`config.mk`:
```
export PLATFORM = sky130hd
export DESIGN_NAME = tss_ctrl
export DESIGN_NICKNAME = d
export VERILOG_FILES = /design/src/rtl/tss_pkg.sv /design/src/rtl/tss_ctrl.sv
export VERILOG_INCLUDE_DIRS = /design/src /design/src/rtl
export SDC_FILE = /design/constraint.sdc
export NUM_CORES = 1
export LEC_CHECK = 0
export BUFFER_PORTS_ARGS = -buffer_cell sky130_fd_sc_hd__buf_2
export CAP_MARGIN = 10
export CORE_MARGIN = 2
export CORE_UTILIZATION = 45
export CTS_CLUSTER_SIZE = 8
export DETAILED_ROUTE_END_ITERATION = 7
export PLACE_DENSITY = 0.71
export SYNTH_ARGS = -nofsm -noshare
export SYNTH_HDL_FRONTEND = slang
export SYNTH_SLANG_ARGS = --single-unit
```
`constraint.sdc`:
```
create_clock -name clk -period 2.8 [get_ports clk]
set_input_delay 0.7 -clock clk [delete_from_list [all_inputs] [get_ports clk]]
set_output_delay 0.7 -clock clk [all_outputs]
set_load 0.005 [all_outputs]
```
`src/rtl/two_sat_scc_solver_defines.svh`:
```
// Assertion macros for the 2-SAT solver.
`ifndef TWO_SAT_SCC_SOLVER_DEFINES_SVH
`define TWO_SAT_SCC_SOLVER_DEFINES_SVH
`ifndef NO_ASSERTIONS
`define TSS_ASSERT_IMP(label, clk, rst, a, c) \
  label: assert property (@(posedge clk) disable iff (rst) (a) |-> (c)) else $error("%m");
`define TSS_ASSERT_NEXT(label, clk, rst, a, c) \
  label: assert property (@(posedge clk) disable iff (rst) (a) |=> (c)) else $error("%m");
`else
`define TSS_ASSERT_IMP(label, clk, rst, a, c)
`define TSS_ASSERT_NEXT(label, clk, rst, a, c)
`endif
`endif

```
`src/rtl/tss_pkg.sv`:
```
package tss_pkg;
  localparam int MaxVars = 32;
  localparam int NodeW = 6;
  localparam int MaxNodes = 64;

  typedef enum logic [11:0] {
    ST_IDLE   = 12'b000000000001,
    ST_CLEAR  = 12'b000000000010,
    ST_F_SEL  = 12'b000000000100,
    ST_F_RD   = 12'b000000001000,
    ST_F_STEP = 12'b000000010000,
    ST_R_SEL  = 12'b000000100000,
    ST_R_RD   = 12'b000001000000,
    ST_R_STEP = 12'b000010000000,
    ST_CHK    = 12'b000100000000,
    ST_CHK_RD = 12'b001000000000,
    ST_EMIT   = 12'b010000000000,
    ST_UNSAT  = 12'b100000000000
  } state_t;

  typedef struct packed {
    logic load_edge;   // write request edge into matrices
    logic clr_row;     // clear matrix row at clear counter
    logic clr_vis;     // clear all visited marks
    logic scan_init;   // zero node scan counter
    logic scan_inc;    // advance node scan
    logic f_push_start;// forward: mark and push scan node
    logic r_pop_start; // reverse: pop finish stack, start walk if unvisited
    logic rd_row;      // read row of walk-stack top
    logic step;        // advance walk one step (push or pop)
    logic comp_inc;    // advance component number
    logic chk_rd;      // read component numbers for var at scan counter
    logic chk_eval;    // evaluate satisfiability of read pair
    logic emit;        // strobe one result
    logic emit_unsat;  // strobe the unsatisfiable result
    logic rev;         // reverse pass selected
  } cmd_t;

  typedef struct packed {
    logic clr_last;    // clear counter on last row
    logic scan_done;   // scan counter past last node
    logic scan_vis;    // scan node already visited
    logic walk_empty;  // walk stack empties on this step
    logic fin_empty;   // finish stack empty
    logic pop_vis;     // node on finish stack top already visited
    logic var_last;    // scan counter on last variable
    logic sat;         // no conflict seen so far
  } stat_t;
endpackage

```
`src/rtl/tss_ctrl.sv`:
```
`include "two_sat_scc_solver_defines.svh"
module tss_ctrl (
  input  logic           clk,
  input  logic           rst,
  input  logic           start,
  input  logic           has_edge,
  input  logic           end_of_clauses,
  output logic           busy,
  output tss_pkg::cmd_t  cmd,
  input  tss_pkg::stat_t stat
);
  tss_pkg::state_t state, state_next;

  // Reset starts a clear of the adjacency rows before any request.
  always_ff @(posedge clk) begin
    if (rst) state <= tss_pkg::ST_CLEAR;
    else state <= state_next;
  end

  assign busy = (state != tss_pkg::ST_IDLE);

  always_comb begin
    cmd = '0;
    state_next = state;
    unique case (state)
      tss_pkg::ST_IDLE: begin
        if (start) begin
          cmd.load_edge = has_edge;
          if (end_of_clauses) begin
            cmd.scan_init = 1'b1;
            state_next = tss_pkg::ST_F_SEL;
          end
        end
      end
      tss_pkg::ST_CLEAR: begin
        cmd.clr_row = 1'b1;
        cmd.clr_vis = 1'b1;
        cmd.scan_init = 1'b1;
        if (stat.clr_last) state_next = tss_pkg::ST_IDLE;
      end
      tss_pkg::ST_F_SEL: begin
        if (stat.scan_done) begin
          cmd.clr_vis = 1'b1;
          state_next = tss_pkg::ST_R_SEL;
        end else if (stat.scan_vis) begin
          cmd.scan_inc = 1'b1;
        end else begin
          cmd.f_push_start = 1'b1;
          cmd.scan_inc = 1'b1;
          state_next = tss_pkg::ST_F_RD;
        end
      end
      tss_pkg::ST_F_RD: begin
        cmd.rd_row = 1'b1;
        state_next = tss_pkg::ST_F_STEP;
      end
      tss_pkg::ST_F_STEP: begin
        cmd.step = 1'b1;
        state_next = tss_pkg::ST_F_RD;
        if (stat.walk_empty) state_next = tss_pkg::ST_F_SEL;
      end
      tss_pkg::ST_R_SEL: begin
        cmd.rev = 1'b1;
        if (stat.fin_empty) begin
          cmd.scan_init = 1'b1;
          state_next = tss_pkg::ST_CHK;
        end else begin
          cmd.r_pop_start = 1'b1;
          if (!stat.pop_vis) state_next = tss_pkg::ST_R_RD;
        end
      end
      tss_pkg::ST_R_RD: begin
        cmd.rev = 1'b1;
        cmd.rd_row = 1'b1;
        state_next = tss_pkg::ST_R_STEP;
      end
      tss_pkg::ST_R_STEP: begin
        cmd.rev = 1'b1;
        cmd.step = 1'b1;
        state_next = tss_pkg::ST_R_RD;
        if (stat.walk_empty) begin
          cmd.comp_inc = 1'b1;
          state_next = tss_pkg::ST_R_SEL;
        end
      end
      tss_pkg::ST_CHK: begin
        cmd.chk_rd = 1'b1;
        state_next = tss_pkg::ST_CHK_RD;
      end
      tss_pkg::ST_CHK_RD: begin
        cmd.chk_eval = 1'b1;
        if (stat.var_last) begin
          state_next = tss_pkg::ST_EMIT;
        end else begin
          cmd.scan_inc = 1'b1;
          state_next = tss_pkg::ST_CHK;
        end
      end
      tss_pkg::ST_EMIT: begin
        // sat flag is final here; the last check evaluation rewound the counter
        if (!stat.sat) begin
          state_next = tss_pkg::ST_UNSAT;
        end else begin
          cmd.emit = 1'b1;
          if (stat.var_last) begin
            cmd.scan_init = 1'b1;
            state_next = tss_pkg::ST_CLEAR;
          end else cmd.scan_inc = 1'b1;
        end
      end
      tss_pkg::ST_UNSAT: begin
        cmd.emit_unsat = 1'b1;
        cmd.scan_init = 1'b1;
        state_next = tss_pkg::ST_CLEAR;
      end
      default: state_next = tss_pkg::ST_IDLE;
    endcase
  end

  `TSS_ASSERT_IMP(a_onehot, clk, rst, 1'b1, $onehot(state))
  `TSS_ASSERT_IMP(a_busy_solve, clk, rst, state != tss_pkg::ST_IDLE, busy)
  `TSS_ASSERT_NEXT(a_emit_clear, clk, rst, cmd.emit_unsat, state == tss_pkg::ST_CLEAR)
endmodule

```
==> impl_metrics.ini <==
[setup_path]
worstSetupStartpointType = flop
worstRegToRegCells = 6
reg2reg_to = state[0]
r2r_setup_slack_ps = 870
critPathMaxFanout = 6
required_ps = 2100
cp-end-kind = output port
crit_type = reg -> out
worstPathArrival_ps = 2020
reg2reg_from = state[4]

[floorplan]
die-area_um2 = 2548
die-width_um = 50.48
die_h_um = 50.48
ios = 29
num_rows = 16
coreArea_um2 = 2002
start_util = 0.4856

[drt]
wl_um = 2864
via_count = 1110
wire_per_inst_um = 15.32
drc = 0
firstDrtPassIters = 4
drtIter0Drc = 37
avgViaCountPerCell = 5.936
ant_nets = 0

[clock_tree]
cts.sinks = 12
cts_tree = yes
cts_inserted_buffers = 3
hold_buffers = 0
htreeDepth = 1
root_buffer = clkbuf_4
clk_latency_ps = 280
clkTransAtPathRegs_ps = 90
clock_path_buffers = 2

[hold_path]
whs_path_depth = 2
whs_endpoint = state[0]
hold_path_class = reg -> reg
hp-start = state[0]

[pwr]
power_density_nw_per_um2 = 359.9
leakagePower_nw = 0.5889
vdd_drop_max_mv = 0.2734

[synthesis]
ys.flop_type = dfxtp_1
synthArstFlopShare = 0
synth-edff-count = 0
ys_seq_elements = 12
syn_avg_cell_area_um2 = 7.969
synth.cell_area_um2 = 972.2
ys_types = 47
syn-num-nets = 135
syn_inst = 122
synth_seq_area_share = 0.2471
yosysWarnings = 0

[sta]
setup_tns_ps = 0
max_slew_margin = 0.6572
setup_viol_count_final = 0
fin_worst_skew_ps = 3.137
period_share = 0.9728
fin_crit_ps = 2724
max_clock_freq_mhz = 367.1
worstMarginPinSlew_ps = 508.9
rsz0062_at_grt = true
hold_viol_final = 0
slew_violations = 0

[final_layout]
reg.largest.list = state: 12 flops
largest_reg_flops = 12
fillerInstances = 177
final_common_cell = buf_2
finalCoreUtilization = 0.6431
fin_nets = 174
diodes = 0
area_growth_pct = 32.43
drive_gt1_frac = 0.4000
final_cell_mix = buf_2 (28), buf_4 (15), nand2_1 (11), nor2_1 (10), dfxtp_1 (10)
fin_area_um2 = 1287
largest-register = state

[global_routing]
track_usage = 0.2389
grt_pass1_vias = 1039
grt_max_degree = 11
grt-ovfl-total = 0
grt_pass1_wl_um = 4671
antenna_found_initial = 0

[placed_design]
dpl_cell_area_um2 = 1181
hpwlAfterDp_um = 2117
io_buffer_count = 28
place.gp.congestion = 0.8977

[run_status]
status = completed

[run]
drv_cap = 0
==> logic make-up (layout without fill, tap and decap cells) <==
group,count (synthesis),count (layout),synth area share
xor gates and xnor gates,4,4,0.03604
muxes,2,2,0.02059
and+or+nand+nor,66,66,0.4363
buffers and inverters,14,52,0.07592
AOI/OAI and AO/OA,24,24,0.1841
DFF,12,12,0.2471
==> area by class of cell <==
cell class / instances / area [µm²] / area share
Clock buffer: 4 / 36.28 / 0.02818
Inverter: 5 / 18.77 / 0.01458
Multi-Input combinational cell: 96 / 700.7 / 0.5442
Sequential cell: 12 / 245.2 / 0.1905
Tap cell: 27 / 33.78 / 0.02624
Timing Repair Buffer: 43 / 252.7 / 0.1963
==> cell usage after synthesis (2+ instances only) <==
master | n | area, µm²
dfxtp_1 | 12 | 240.2
nand2_1 | 11 | 41.29
nor2_1 | 11 | 41.29
a21oi_1 | 6 | 30.03
nand3_1 | 6 | 30.03
nor4_1 | 6 | 37.54
buf_2 | 5 | 25.02
inv_1 | 5 | 18.77
o21ai_0 | 5 | 25.02
nor4b_1 | 4 | 35.03
nor3_1 | 3 | 15.01
nor3b_1 | 3 | 22.52
or3_1 | 3 | 18.77
and3b_1 | 2 | 17.52
buf_6 | 2 | 22.52
mux2i_1 | 2 | 20.02
nand4_1 | 2 | 12.51
nor4_2 | 2 | 25.02
or4_4 | 2 | 22.52
xnor2_1 | 2 | 17.52
xor2_1 | 2 | 17.52
==> metal layers <==
metal  track usage  vias to the layer above  wire length (µm)
met3       0.03571                        8               174
met1        0.3210                      518              1257
met2        0.3882                       48              1381
li1              -                      536                 -
met4       0.08559                        0                51
met5             0                        -                 0
==> repair_timing <==
item / 4_1_cts / 5_1_grt
setup endpoints to repair: 2 / 4
setup buffers: 0 / 3
gates resized for setup: 3 / 9
pin swaps: 0 / 5
==> critical path, cell delays in order, from the launching register on <==
cell and delay, ps:
dfxtp_1 320, or4_4 630, nor4_4 260, and3b_2 250, nor2_1 50, o21ai_1 110, buf_2 120
==> worst max path at each step <==
stage / start / endpoint / slack, ps / cells after the start
finish: state[2] / cmd[10] / 80 / 6
global route: state[2] / cmd[10] / -40 / 6
CTS: state[4] / cmd[10] / 30 / 6
detailed placement: state[4] / cmd[10] / 270 / 6
global placement: state[4] / cmd[10] / 310 / 6
floorplan: state[2] / cmd[10] / 370 / 7
==> through the flow <==
step           setup slack [ps]  total power [mW]  hold slack (ps)  std cells
4_1_cts                   27.88            0.4549            603.2        184
6_report                  76.21            0.4634            557.2        187
5_1_grt                  -39.20            0.4882            589.1        187
2_1_floorplan             374.8            0.2739            582.7        122
3_3_place_gp              309.4            0.3102            588.1        180
3_5_place_dp              266.2            0.3116            590.5        180
==> report_power, final <==
group / leakage, nW / switching [mW] / internal (mW) / total (mW)
combinational: 0.470 / 0.0718 / 0.0616 / 0.133
sequential: 0.0984 / 0.00950 / 0.176 / 0.186
clock: 0.0210 / 0.0652 / 0.0791 / 0.144
(Power assumes the default switching activity.)
